===== src/rsd_pkg.sv =====
// Shared types and constants of the record segment deframer.
// Holds the register map, segment tags, marker bytes and the configuration bundle.
package rsd_pkg;

	localparam int unsigned LEN_BITS_DEF = 32;
	localparam int unsigned BYTE_W       = 8;
	localparam int unsigned TAG_W        = 3;
	localparam int unsigned REG_W        = 32;
	localparam int unsigned REG_IDX_W    = 2;
	localparam int unsigned MARKER_LEN   = 5;

	// Register indexes of the configuration port.
	typedef enum logic [REG_IDX_W-1:0] {
		REG_SYS_META_LEN = 2'd0,
		REG_APP_META_LEN = 2'd1,
		REG_PAYLOAD_LEN  = 2'd2,
		REG_CONTENT_LEN  = 2'd3
	} reg_idx_t;

	// Segment tags carried with every output word.
	typedef enum logic [TAG_W-1:0] {
		TAG_SYS  = 3'd0,
		TAG_APP  = 3'd1,
		TAG_PAY  = 3'd2,
		TAG_MARK = 3'd3,
		TAG_DROP = 3'd4
	} tag_t;

	typedef struct packed {
		logic [REG_W-1:0] sys_meta_length;
		logic [REG_W-1:0] app_meta_length;
		logic [REG_W-1:0] payload_length;
		logic [REG_W-1:0] content_length;
	} cfg_t;

	// Expected byte of the separator "BREAK" at a given position.
	function automatic logic [BYTE_W-1:0] marker_byte(input logic [2:0] pos);
		logic [BYTE_W-1:0] b;
		unique case (pos)
			3'd0:    b = 8'h42;
			3'd1:    b = 8'h52;
			3'd2:    b = 8'h45;
			3'd3:    b = 8'h41;
			default: b = 8'h4B;
		endcase
		return b;
	endfunction

endpackage


===== src/rsd_if.sv =====
// Stream interfaces of the record segment deframer: input bytes and tagged output words.
// Depends on rsd_pkg for the field widths.
interface rsd_byte_if;
	logic                      valid;
	logic                      ready;
	logic [rsd_pkg::BYTE_W-1:0] data_byte;
	logic                      chunk_end;

	modport source (output valid, output data_byte, output chunk_end, input ready);
	modport sink   (input valid, input data_byte, input chunk_end, output ready);
endinterface

interface rsd_seg_if;
	logic                      valid;
	logic                      ready;
	logic [rsd_pkg::BYTE_W-1:0] out_byte;
	logic [rsd_pkg::TAG_W-1:0]  segment_tag;
	logic                      segment_last;
	logic                      error_flag;
	logic                      complete_flag;

	modport source (output valid, output out_byte, output segment_tag, output segment_last,
		output error_flag, output complete_flag, input ready);
	modport sink   (input valid, input out_byte, input segment_tag, input segment_last,
		input error_flag, input complete_flag, output ready);
endinterface


===== src/rsd_cfg_regs.sv =====
// Configuration register file of the record segment deframer.
// Depends on rsd_pkg for the register map and the configuration bundle.
module rsd_cfg_regs
	import rsd_pkg::*;
(
	input  logic                 clk,
	input  logic                 arst_n,
	input  logic                 cfg_wr_en,
	input  logic [REG_IDX_W-1:0] cfg_index,
	input  logic [REG_W-1:0]     cfg_wdata,
	output cfg_t                 cfg
);

	cfg_t cfg_q;

	always_ff @(posedge clk or negedge arst_n) begin
		if (!arst_n) begin
			cfg_q <= '0;
		end else if (cfg_wr_en) begin
			unique case (reg_idx_t'(cfg_index))
				REG_SYS_META_LEN: cfg_q.sys_meta_length <= cfg_wdata;
				REG_APP_META_LEN: cfg_q.app_meta_length <= cfg_wdata;
				REG_PAYLOAD_LEN:  cfg_q.payload_length  <= cfg_wdata;
				REG_CONTENT_LEN:  cfg_q.content_length  <= cfg_wdata;
			endcase
		end
	end

	assign cfg = cfg_q;

endmodule


===== src/rsd_parser.sv =====
// Segment tracker of the record segment deframer: input register, one step of
// segment logic and the output register. Depends on rsd_pkg and the stream interfaces.
module rsd_parser
	import rsd_pkg::*;
#(
	parameter int unsigned LEN_BITS = LEN_BITS_DEF
)(
	input  logic          clk,
	input  logic          arst_n,
	input  cfg_t          cfg,
	rsd_byte_if.sink      byte_ch,
	rsd_seg_if.source     seg_ch
);

	typedef logic [LEN_BITS-1:0] len_t;

	typedef enum logic [2:0] {
		SEG_SYS  = 3'd0,
		SEG_BRK1 = 3'd1,
		SEG_APP  = 3'd2,
		SEG_BRK2 = 3'd3,
		SEG_PAY  = 3'd4,
		SEG_BRK3 = 3'd5,
		SEG_DONE = 3'd6
	} seg_t;

	// Input stage.
	logic              valid_s1;
	logic [BYTE_W-1:0] byte_s1;
	logic              chunk_end_s1;

	// Output stage.
	logic              valid_s2;
	logic [BYTE_W-1:0] byte_s2;
	tag_t              tag_s2;
	logic              last_s2;
	logic              err_s2;
	logic              complete_s2;

	// Record state.
	seg_t seg_q;
	len_t off_q;
	len_t total_q;
	logic err_q;

	logic adv;
	logic take;

	len_t len_sys, len_app, len_pay, len_content;
	seg_t cur_seg, seg_n;
	len_t cur_off, off_n, off_inc, cur_len, total_n;
	logic [2:0] pos;
	logic err_n, last_n, complete_n;
	tag_t tag_n;

	assign len_sys     = len_t'(cfg.sys_meta_length);
	assign len_app     = len_t'(cfg.app_meta_length);
	assign len_pay     = len_t'(cfg.payload_length);
	assign len_content = len_t'(cfg.content_length);

	assign adv  = valid_s1 && (!valid_s2 || seg_ch.ready);
	assign take = byte_ch.valid && byte_ch.ready;
	assign byte_ch.ready = !valid_s1 || adv;

	always_comb begin
		seg_n      = seg_q;
		off_n      = off_q;
		err_n      = err_q;
		tag_n      = TAG_DROP;
		last_n     = 1'b0;
		complete_n = 1'b0;
		cur_seg    = seg_q;
		cur_off    = off_q;
		cur_len    = len_pay;
		off_inc    = '0;
		pos        = 3'd4;
		total_n    = (total_q != '1) ? total_q + len_t'(1) : total_q;

		if (!err_q) begin
			// An empty data segment is stepped over into the marker after it.
			unique case (seg_q)
				SEG_SYS: if (off_q >= len_sys) begin cur_seg = SEG_BRK1; cur_off = '0; end
				SEG_APP: if (off_q >= len_app) begin cur_seg = SEG_BRK2; cur_off = '0; end
				SEG_PAY: if (off_q >= len_pay) begin cur_seg = SEG_BRK3; cur_off = '0; end
				default: ;
			endcase

			unique case (cur_seg)
				SEG_SYS: cur_len = len_sys;
				SEG_APP: cur_len = len_app;
				default: cur_len = len_pay;
			endcase

			off_inc = cur_off + len_t'(1);
			pos     = (cur_off < len_t'(MARKER_LEN)) ? cur_off[2:0] : 3'd4;
			seg_n   = cur_seg;
			off_n   = cur_off;

			unique case (cur_seg)
				SEG_SYS, SEG_APP, SEG_PAY: begin
					tag_n = (cur_seg == SEG_SYS) ? TAG_SYS :
						(cur_seg == SEG_APP) ? TAG_APP : TAG_PAY;
					if (off_inc >= cur_len) begin
						last_n = 1'b1;
						off_n  = '0;
						seg_n  = (cur_seg == SEG_SYS) ? SEG_BRK1 :
							(cur_seg == SEG_APP) ? SEG_BRK2 : SEG_BRK3;
					end else begin
						off_n = off_inc;
					end
				end
				SEG_BRK1, SEG_BRK2, SEG_BRK3: begin
					if (byte_s1 != marker_byte(pos)) begin
						err_n = 1'b1;
					end else begin
						tag_n = TAG_MARK;
						if (pos == 3'd4) begin
							last_n = 1'b1;
							off_n  = '0;
							seg_n  = (cur_seg == SEG_BRK1) ? SEG_APP :
								(cur_seg == SEG_BRK2) ? SEG_PAY : SEG_DONE;
						end else begin
							off_n = len_t'(pos) + len_t'(1);
						end
					end
				end
				default: begin
					// Anything past the final marker breaks the record.
					seg_n = SEG_DONE;
					err_n = 1'b1;
				end
			endcase

			if (chunk_end_s1) begin
				if (seg_n != SEG_DONE && total_n >= len_content) begin
					err_n = 1'b1;
				end
				if (seg_n == SEG_DONE && !err_n) begin
					complete_n = 1'b1;
				end
			end
		end
	end

	always_ff @(posedge clk or negedge arst_n) begin
		if (!arst_n) begin
			valid_s1 <= 1'b0;
			valid_s2 <= 1'b0;
			seg_q    <= SEG_SYS;
			off_q    <= '0;
			total_q  <= '0;
			err_q    <= 1'b0;
		end else begin
			if (take) begin
				valid_s1 <= 1'b1;
			end else if (adv) begin
				valid_s1 <= 1'b0;
			end
			if (adv) begin
				valid_s2 <= 1'b1;
				seg_q    <= seg_n;
				off_q    <= off_n;
				total_q  <= total_n;
				err_q    <= err_n;
			end else if (seg_ch.ready) begin
				valid_s2 <= 1'b0;
			end
		end
	end

	always_ff @(posedge clk) begin
		if (take) begin
			byte_s1      <= byte_ch.data_byte;
			chunk_end_s1 <= byte_ch.chunk_end;
		end
		if (adv) begin
			byte_s2     <= byte_s1;
			tag_s2      <= tag_n;
			last_s2     <= last_n;
			err_s2      <= err_n;
			complete_s2 <= complete_n;
		end
	end

	assign seg_ch.valid         = valid_s2;
	assign seg_ch.out_byte      = byte_s2;
	assign seg_ch.segment_tag   = tag_s2;
	assign seg_ch.segment_last  = last_s2;
	assign seg_ch.error_flag    = err_s2;
	assign seg_ch.complete_flag = complete_s2;

endmodule


===== src/record_segment_deframer.sv =====
// Top level of the record segment deframer.
// Depends on rsd_pkg, the stream interfaces, rsd_cfg_regs and rsd_parser.
//
//   Channel   Direction  Word contents
//   byte_ch   in         data_byte[7:0], chunk_end
//   seg_ch    out        out_byte[7:0], segment_tag[2:0], segment_last, error_flag,
//                        complete_flag
//   cfg_*     in         cfg_wr_en, cfg_index[1:0], cfg_wdata[31:0] (write only)
//
// One word is accepted per cycle while seg_ch does not stall; each word reaches
// seg_ch through an input register and an output register.
// The segment step between those registers updates the segment state, offset,
// byte total and error flag.
// Reset zeroes all but the data path registers and puts the tracker at the start of the
// system metadata segment. A stalled seg_ch holds its word; the input register
// keeps taking a word as long as the output register is free or being drained.
module record_segment_deframer
	import rsd_pkg::*;
#(
	parameter int unsigned LEN_BITS = LEN_BITS_DEF
)(
	input  logic                 clk,
	input  logic                 arst_n,
	rsd_byte_if.sink             byte_ch,
	rsd_seg_if.source            seg_ch,
	input  logic                 cfg_wr_en,
	input  logic [REG_IDX_W-1:0] cfg_index,
	input  logic [REG_W-1:0]     cfg_wdata
);

	// Register lengths are used in their low LEN_BITS bits.
	cfg_t cfg;

	rsd_cfg_regs u_cfg_regs (
		.clk       (clk),
		.arst_n    (arst_n),
		.cfg_wr_en (cfg_wr_en),
		.cfg_index (cfg_index),
		.cfg_wdata (cfg_wdata),
		.cfg       (cfg)
	);

	// The parser tags each byte with its segment, checks the "BREAK" markers and
	// keeps the sticky error; after an error every byte is marked discarded.
	rsd_parser #(
		.LEN_BITS (LEN_BITS)
	) u_parser (
		.clk     (clk),
		.arst_n  (arst_n),
		.cfg     (cfg),
		.byte_ch (byte_ch),
		.seg_ch  (seg_ch)
	);

endmodule


===== src/flat_wrapper.sv =====
// flat-port wrapper written by rule: the top's interface ports become plain ports
module record_segment_deframer_flat import rsd_pkg::*;
#(
	parameter int unsigned LEN_BITS = LEN_BITS_DEF
)
  (clk, arst_n, cfg_wr_en, cfg_index, cfg_wdata, byte_ch_valid, byte_ch_data_byte, byte_ch_chunk_end, byte_ch_ready, seg_ch_valid, seg_ch_out_byte, seg_ch_segment_tag, seg_ch_segment_last, seg_ch_error_flag, seg_ch_complete_flag, seg_ch_ready);
  rsd_byte_if byte_ch_i ();
  rsd_seg_if seg_ch_i ();
  input  logic clk;
  input  logic arst_n;
  input  logic cfg_wr_en;
  input  logic [REG_IDX_W-1:0] cfg_index;
  input  logic [REG_W-1:0] cfg_wdata;
  input wire logic [$bits(byte_ch_i.valid)-1:0] byte_ch_valid;
  input wire logic [$bits(byte_ch_i.data_byte)-1:0] byte_ch_data_byte;
  input wire logic [$bits(byte_ch_i.chunk_end)-1:0] byte_ch_chunk_end;
  output wire logic [$bits(byte_ch_i.ready)-1:0] byte_ch_ready;
  output wire logic [$bits(seg_ch_i.valid)-1:0] seg_ch_valid;
  output wire logic [$bits(seg_ch_i.out_byte)-1:0] seg_ch_out_byte;
  output wire logic [$bits(seg_ch_i.segment_tag)-1:0] seg_ch_segment_tag;
  output wire logic [$bits(seg_ch_i.segment_last)-1:0] seg_ch_segment_last;
  output wire logic [$bits(seg_ch_i.error_flag)-1:0] seg_ch_error_flag;
  output wire logic [$bits(seg_ch_i.complete_flag)-1:0] seg_ch_complete_flag;
  input wire logic [$bits(seg_ch_i.ready)-1:0] seg_ch_ready;
  assign byte_ch_i.valid = byte_ch_valid;
  assign byte_ch_i.data_byte = byte_ch_data_byte;
  assign byte_ch_i.chunk_end = byte_ch_chunk_end;
  assign byte_ch_ready = byte_ch_i.ready;
  assign seg_ch_valid = seg_ch_i.valid;
  assign seg_ch_out_byte = seg_ch_i.out_byte;
  assign seg_ch_segment_tag = seg_ch_i.segment_tag;
  assign seg_ch_segment_last = seg_ch_i.segment_last;
  assign seg_ch_error_flag = seg_ch_i.error_flag;
  assign seg_ch_complete_flag = seg_ch_i.complete_flag;
  assign seg_ch_i.ready = seg_ch_ready;
  record_segment_deframer #(.LEN_BITS(LEN_BITS)) u_core (.clk(clk), .arst_n(arst_n), .byte_ch(byte_ch_i), .seg_ch(seg_ch_i), .cfg_wr_en(cfg_wr_en), .cfg_index(cfg_index), .cfg_wdata(cfg_wdata));
endmodule

===== config.mk =====
export PLATFORM = sky130hd
export DESIGN_NAME = record_segment_deframer_flat
export DESIGN_NICKNAME = d
export VERILOG_FILES = /design/src/rsd_pkg.sv /design/src/rsd_if.sv /design/src/rsd_cfg_regs.sv /design/src/rsd_parser.sv /design/src/record_segment_deframer.sv /design/src/flat_wrapper.sv
export SDC_FILE = /design/constraint.sdc
export NUM_CORES = 1
export LEC_CHECK = 0
export BUFFER_PORTS_ARGS = -buffer_cell sky130_fd_sc_hd__clkbuf_2
export CAP_MARGIN = 0
export CORE_AREA = 2 2 205 207
export CTS_BUF_LIST = sky130_fd_sc_hd__clkbuf_2
export CTS_CLUSTER_DIAMETER = 40
export CTS_CLUSTER_SIZE = 20
export DETAILED_ROUTE_END_ITERATION = 16
export DIE_AREA = 0 0 207 209
export GPL_ROUTABILITY_DRIVEN = 1
export SYNTH_ARGS = -nofsm -noshare
export SYNTH_HDL_FRONTEND = slang
export SYNTH_SLANG_ARGS = --single-unit

===== constraint.sdc =====
create_clock -name clk -period 7.2 [get_ports clk]
set_clock_uncertainty 0.2 [all_clocks]
set_input_delay 1.44 -clock clk [delete_from_list [all_inputs] [get_ports clk]]
set_output_delay 1.44 -clock clk [all_outputs]
set_load 0.05 [all_outputs]

==> metrics.yaml, run 1 <==
postLayoutCoreUtil_pct: 38.3
cp.required_ns: 7.78
coreArea_um2: 41300
first_global_vias: 11300
tritoncts: "built"
ys_types: 67
cp.arrival_ns: 7.27
synth_seq_cells: 221
grt_max_degree: 75
firstDrtPassIters: 8
vias: 11200
p_leak_nw: 7.64
antenna_found_initial: 1
instances_no_fill: 2096
yosys_warnings: 0
cts_buffers: 39
first_iter_violations: 699
slew_violations: 0
dp_cells: 2027
fp.dieW_um: 207
power_frac_seq_pct: 43.5
synth.mux.area_fraction_pct: 7.81
die_h_um: 209
synth_top_area_cell: "dfrtp_1"
postCtsResizedCells: 0
grt_overflow: 0
dpl.hpwl_um: 29600
synth-xor-area-share_pct: 5.83
cp-start-kind: "flip-flop"
synth_top_family_by_area: "adder cells"
hold_viol_final: 0
power.switching_mw: 1.40
p_total_mw: 3.68
cts_sinks: 221
rsz0062_at_grt: "false"
routed_wl_um: 39400
avgSynthCellArea_um2: 9.87
synth_nets: 1662
max_freq_ghz: 0.150
yosys.area_share.simple_pct: 14.0
synth_edf_count: 23
min_period_ns: 6.69
drv_cap: 0
criticalPathCategory: "flip-flop to flip-flop"
insertion_delay_ns: 0.89
cts_root_buffer: "clkbuf_2"
finalSetupViolCount: 0
wl_per_cell_um: 18.8
postCtsSetupBuffers: 0
std_cell_rows: 75
cp_max_fo: 21
relSlewSlack_pct: 27.7
p_comb_share_pct: 31.7
drive_above_1_share_pct: 17.4
setup_tns_ns: 0
peakVddDrop_mv: 0.0916
yosys-top-cells-area: "dfrtp_1 35%, ha_1 15%, mux2_2 7.7%"
cts_hold_buf: 0
routabilityCongestion: 0.902
num-nets-final: 1745
powerDensity_nw_per_um2: 232
clock_path_buffers: 3
synth_flop_cell: "dfrtp_1"
postRouteAntennaNets: 0
fin_crit_sh_pct: 92.9
synthArstFlopShare_pct: 89.6
htreeDepth: 2
swShare_pct: 38.0
fp.dieArea_um2: 43300
yosys.area.top_type_share_pct: 34.7
synthCells: 1446
clk_pin_slew_ns: 0.17
clockPowerShare_pct: 24.8
via_per_inst: 5.33
ioPinCount: 64
synthToLayoutAreaGrowth_pct: 11.0
crit_path_end_kind: "flip-flop"
p_int_mw: 2.28
synth_compound_area_share_pct: 12.9
final_common_cell: "dfrtp_1"
grt_usage_pct: 18.2
synth_area_um2: 14300
portBuffers: 63
tightest_slew_ns: 1.08
synth-adder-area-share_pct: 14.7
mostFrequentLayoutCells: "198 x dfrtp_1, 168 x ha_1, 143 x inv_1, 112 x nand2_1, 107 x nor2_1"
drc: 0
start_util_pct: 34.6
grt_first_pass_wirelength_um: 63100
hp-class: "flip-flop to flip-flop"
yosysSeqAreaShare_pct: 39.6
hold_slack_ns: 0.276
outcome: "complete, no violations"
cell type report:
class | instances | area, µm²
timing repair buffer | 91 | 559
sequential | 221 | 5650
tap | 539 | 674
antenna | 1 | 2.50
fill | 4200 | 25500
inverter | 143 | 537
clock buffer | 43 | 215
multi-input combinational | 1033 | 7920
clock inverter | 25 | 280
cell usage after synthesis (7+ instances only):
library cell,instances
a31oi_1,8
a21o_1,22
nor3_1,19
xor2_1,53
clkbuf_1,36
nor2b_1,7
and2_1,9
ha_1,168
nand2b_1,11
and3_1,9
xnor2_1,42
nor2_1,107
a21oi_1,65
nand3_1,42
dfrtp_1,198
a22o_1,18
o21ai_0,60
nor4_1,17
nand2_1,112
mux2_2,98
o21a_1,10
edfxtp_1,23
inv_1,143
buf_2,7
a222oi_1,30
and4_1,9
nand4_1,46
worst max-delay path, cell delays in order (launching register included):
cell	delay, ns
dfrtp_1	0.55
ha_1	0.38
nand4_1	0.19
or3_1	0.43
a221oi_1	0.32
o41a_1	0.37
o21ai_0	0.21
nor3_2	0.33
nor2_1	0.14
inv_1	0.08
ha_1	0.13
o211ai_1	0.11
nor3_2	0.32
nand2_1	0.12
nor2_1	0.20
inv_1	0.09
ha_1	0.22
nor2_1	0.14
xnor2_1	0.08
nor3_1	0.13
nor4b_1	0.38
o211ai_1	0.15
o31ai_1	0.44
a21oi_4	0.13
a21o_2	0.43
a221o_1	0.36
per-stage QoR:
| step | cell area [µm²] | setup slack, ns |
|---|---|---|
| 6_report | 15800 | 0.514 |
| 5_1_grt | 15800 | 0.0400 |
| 4_1_cts | 15800 | 0.281 |
| 3_5_place_dp | 15300 | 0.335 |
| 3_3_place_gp | 15300 | 0.303 |
| 2_1_floorplan | 14300 | 0.649 |
metal layers:
metal / track usage (%) / share of wire [%] / vias to the layer above
met3: 2.34 / 4.1 / 61
li1: - / - / 5372
met2: 30.5 / 47 / 257
met5: 0 / 0 / -
met4: 7.41 / 3.8 / 0
met1: 23.9 / 45 / 5474
sequential cells by signal, summed over array words and instances, names as in the netlist:
name	count
u_core.u_parser.chunk_end_s1	1
u_core.u_parser.seg_ch.segment_last	1
u_core.u_parser.err_q	1
u_core.u_parser.seg_q	3
u_core.u_parser.total_q	32
u_core.u_parser.byte_s1	8
u_core.u_parser.seg_ch.complete_flag	1
u_core.u_parser.seg_ch.error_flag	1
u_core.u_parser.seg_ch.segment_tag	3
u_core.u_parser.seg_ch.valid	1
u_core.u_cfg_regs.cfg	128
u_core.u_parser.off_q	32
u_core.u_parser.seg_ch.out_byte	8
u_core.u_parser.valid_s1	1
cell families after synthesis:
group | after synthesis
fa+ha+maj | 168
mux | 99
xor+xnor | 95
flops | 221
buf+inv | 192
simple gates | 409
compound gates | 262
final timing paths:
| kind | from | to | slack [ns] | cells after the start |
|---|---|---|---|---|
| max in group asynchronous | arst_n | u_core.u_cfg_regs.cfg[40] | 5.09 | 2 |
| hold reg to reg | u_core.u_parser.byte_s1[5] | u_core.u_parser.seg_ch.out_byte[5] | 0.28 | 0 |
| setup reg to reg | u_core.u_parser.off_q[13] | u_core.u_parser.off_q[2] | 0.51 | 25 |
| hold / removal | u_core.u_parser.byte_s1[5] | u_core.u_parser.seg_ch.out_byte[5] | 0.28 | 0 |
| setup / recovery | u_core.u_parser.off_q[13] | u_core.u_parser.off_q[2] | 0.51 | 25 |
| min in group asynchronous | arst_n | u_core.u_cfg_regs.cfg[28] | 0.31 | 1 |
power by group through the flow:
| stage | registers (mW) | clock network (mW) | logic, mW |
|---|---|---|---|
| after floorplan | 1.57 | 0 | 0.803 |
| after global placement | 1.62 | 0 | 1.14 |
| after CTS | 1.60 | 0.940 | 1.18 |
| after global routing | 1.62 | 0.996 | 1.31 |
| after detailed placement | 1.62 | 0 | 1.16 |
| final | 1.60 | 0.911 | 1.17 |
No activity file was read; power rests on OpenSTA's default activity.
==> inputs of run 2 (changes only) <==
--- a/config.mk
+++ b/config.mk
@@ -7,13 +7,14 @@
 export LEC_CHECK = 0
 export BUFFER_PORTS_ARGS = -buffer_cell sky130_fd_sc_hd__clkbuf_2
 export CAP_MARGIN = 0
-export CORE_AREA = 2 2 205 207
+export CORE_AREA = 2 2 208 210
 export CTS_BUF_LIST = sky130_fd_sc_hd__clkbuf_2
 export CTS_CLUSTER_DIAMETER = 40
 export CTS_CLUSTER_SIZE = 20
 export DETAILED_ROUTE_END_ITERATION = 16
-export DIE_AREA = 0 0 207 209
+export DIE_AREA = 0 0 210 212
 export GPL_ROUTABILITY_DRIVEN = 1
 export SYNTH_ARGS = -nofsm -noshare
 export SYNTH_HDL_FRONTEND = slang
+export SYNTH_HIERARCHICAL = 1
 export SYNTH_SLANG_ARGS = --single-unit
==> metrics.yaml, run 2 <==
outcome: "complete, no violations"  # unchanged
slew_violations: 0  # unchanged
insertion_delay_ns: 0.89  # about the same
synth_nets: 1691  # was 1,662
grt_first_pass_wirelength_um: 64900  # was 63,100 µm
routabilityCongestion: 0.944  # was 0.902
cp.arrival_ns: 7.22  # was 7.27 ns
routed_wl_um: 40200  # was 39,400 µm
fp.dieArea_um2: 44500  # was 43,300 µm²
cts_root_buffer: "clkbuf_2"  # unchanged
wl_per_cell_um: 18.8  # about the same
synth.most_common_cell: "dfrtp_1"  # unchanged
grt_max_degree: 110  # was 75
dpl.hpwl_um: 30500  # was 29,600 µm
final_common_cell: "dfrtp_1"  # unchanged
num-nets-final: 1774  # was 1,745
avgSynthCellArea_um2: 9.90  # was 9.87 µm²
cts_sinks: 221  # unchanged
cp-start-kind: "flip-flop"  # unchanged
rsz0062_at_grt: "false"  # unchanged
largest_reg_flops: 128  # unchanged
mostFrequentLayoutCells: "192 x dfrtp_1, 167 x ha_1, 146 x inv_1, 129 x mux2_2, 104 x clkbuf_2"  # was 198 x dfrtp_1, 168 x ha_1, 143 x inv_1, 112 x nand2_1, 107 x nor2_1
setup_tns_ns: 0  # unchanged
synth_top_area_cell: "dfrtp_1"  # unchanged
drive_above_1_share_pct: 20.8  # was 17.4%
postRouteAntennaNets: 0  # unchanged
antenna_found_initial: 2  # was 1
synth_edf_count: 23  # unchanged
synth_area_um2: 14600  # was 14,300 µm²
criticalPathCategory: "flip-flop to flip-flop"  # unchanged
grt_overflow: 0  # unchanged
max_freq_ghz: 0.150  # about the same
synthArstFlopShare_pct: 89.6  # unchanged
clock_path_buffers: 3  # unchanged
peakVddDrop_mv: 0.155  # was 0.0916 mV
std_cell_rows: 76  # was 75
p_leak_nw: 7.66  # was 7.64 nW
synthCells: 1476  # was 1,446
firstDrtPassIters: 8  # unchanged
cts_hold_buf: 0  # unchanged
fin_ws_ns: 0.519  # was 0.514 ns
yosys_warnings: 6  # was 0
drc: 0  # unchanged
hp-class: "flip-flop to flip-flop"  # unchanged
min_period_ns: 6.68  # was 6.69 ns
via_per_inst: 5.38  # was 5.33
post-place-ws_ns: -0.0679  # was 0.335 ns
postLayoutCellArea_um2: 16200  # was 15,800 µm²
drv_cap: 0  # unchanged
cp.required_ns: 7.74  # was 7.78 ns
grt_usage_pct: 18.6  # was 18.2%
placed_area_um2: 15600  # was 15,300 µm²
first_iter_violations: 661  # was 699
synth_flop_cell: "dfrtp_1"  # unchanged
die_h_um: 212  # was 209 µm
htreeDepth: 2  # unchanged
synth_seq_cells: 221  # unchanged
fp.dieW_um: 210  # was 207 µm
yosys.area.top_type_share_pct: 33.9  # was 34.7%
clk_pin_slew_ns: 0.18  # was 0.17 ns
cp_max_fo: 19  # was 21
hold_viol_final: 0  # unchanged
start_util_pct: 34.4  # was 34.6%
finalSetupViolCount: 0  # unchanged
slowest_delay_ns: 0.47  # was 0.55 ns
tightest_slew_ns: 0.948  # was 1.08 ns
powerDensity_nw_per_um2: 315  # was 232 nW/µm²
slowest_stage: "dfrtp_2"  # was dfrtp_1
crit_path_end_kind: "flip-flop"  # unchanged
yosysSeqAreaShare_pct: 38.6  # was 39.6%
portBuffers: 63  # unchanged
tritoncts: "built"  # unchanged
yosys-top-cells-area: "dfrtp_1 34%, ha_1 14%, mux2_2 9.9%"  # was dfrtp_1 35%, ha_1 15%, mux2_2 7.7%
vias: 11500  # was 11,200
synth_common_cells: "198 x dfrtp_1, 167 x ha_1, 146 x inv_1, 129 x mux2_2, 98 x a21oi_1"  # was 198 x dfrtp_1, 168 x ha_1, 143 x inv_1, 112 x nand2_1, 107 x nor2_1
relSlewSlack_pct: 36.8  # was 27.7%
p_total_mw: 5.12  # was 3.68 mW
ioPinCount: 64  # unchanged
fin_crit_sh_pct: 92.8  # was 92.9%
cts_buffers: 39  # unchanged
coreArea_um2: 42500  # was 41,300 µm²
synthToLayoutAreaGrowth_pct: 11.1  # was 11.0%
first_global_vias: 11700  # was 11,300
ys_types: 81  # was 67
==> run 2: cell types whose count changed in the layout (fill, tap and decap cells not counted), sizes merged, moves of 13 or more <==
| cell | delta |
|---|---|
| a21oi | +33 |
| mux2 | +33 |
| o22ai | +31 |
| a222oi | -30 |
| xor2 | -22 |
| nand2 | -17 |
| o21ai | -16 |
| xnor2 | +16 |
| nor2 | -14 |
| inv | +13 |
==> run 2: report_power, final <==
group          internal (mW)  leakage, nW  switching (mW)
logic                  0.971         4.71            1.45
registers               1.47         2.61           0.241
clock network          0.396        0.344           0.586
total                   2.84         7.66            2.28
==> run 2: path summary, 6_finish.rpt <==
| path | start | cells past startpoint | slack [ns] | to |
|---|---|---|---|---|
| max | u_core/u_parser/off_q[0] | 30 | 0.52 | u_core/u_parser/off_q[1] |
| min | u_core/u_parser/byte_s1[5] | 0 | 0.27 | u_core/u_parser/seg_ch.out_byte[5] |
| max reg2reg | u_core/u_parser/off_q[0] | 30 | 0.52 | u_core/u_parser/off_q[1] |
| min reg2reg | u_core/u_parser/byte_s1[5] | 0 | 0.27 | u_core/u_parser/seg_ch.out_byte[5] |
| max in group asynchronous | arst_n | 2 | 4.92 | u_core/u_parser/off_q[2] |
| min in group asynchronous | arst_n | 1 | 0.45 | u_core/u_cfg_regs/cfg[56] |
==> run 2: repair_timing <==
item | in CTS | in global routing
gates resized for setup | 2 | 17
buffers inserted | 1 | 1
pin swaps | 1 | 2
endpoints found under the setup margin | 2 | 34
==> run 2: cell families after synthesis <==
kind of cell | Yosys count | share of synthesized area (%)
buffers and inverters | 198 | 5.38
xor gates and xnor gates | 89 | 5.33
AOI/OAI and AO/OA | 279 | 12.5
DFF | 221 | 38.6
and+or+nand+nor | 389 | 13.7
adders and majority gates | 167 | 14.3
muxes | 133 | 10.2
==> run 2: cell type report <==
class,instances,area [µm²]
multi-input cells,1057,8250
fillers,4216,26300
diodes,1,2.50
inverters,146,548
clock buffers,42,210
well taps,546,683
repair buffers,94,561
flip-flops and latches,221,5650
clock inverters,29,343
==> run 2: layer usage <==
| layer | vias up | share of wire (%) | track usage, % |
|---|---|---|---|
| met5 | - | 0 | 0 |
| met4 | 0 | 3.8 | 7.73 |
| met3 | 95 | 5.6 | 3.23 |
| met2 | 346 | 47 | 31.2 |
| met1 | 5569 | 43 | 23.9 |
| li1 | 5482 | - | - |
==> run 2: worst max-delay path, delay by kind of cell, from the launching register on <==
| family | cells | cell delay (ns) |
|---|---|---|
| and+or+nand+nor | 19 | 3.21 |
| AOI/OAI and AO/OA | 4 | 1.26 |
| adders and majority gates | 3 | 0.79 |
| DFF | 1 | 0.47 |
| buffers and inverters | 3 | 0.42 |
| xor gates and xnor gates | 1 | 0.23 |
==> run 2: stage by stage <==
| step | util [%] | std cells | hold WS [ns] |
|---|---|---|---|
| 3_3_place_gp | 36.7 | 2062 | 0.233 |
| 5_1_grt | 38.2 | 2136 | 0.301 |
| 2_1_floorplan | - | 1476 | 0.226 |
| 4_1_cts | 38.1 | 2134 | 0.274 |
| 6_report | 38.2 | 2136 | 0.266 |
| 3_5_place_dp | 36.7 | 2062 | 0.247 |
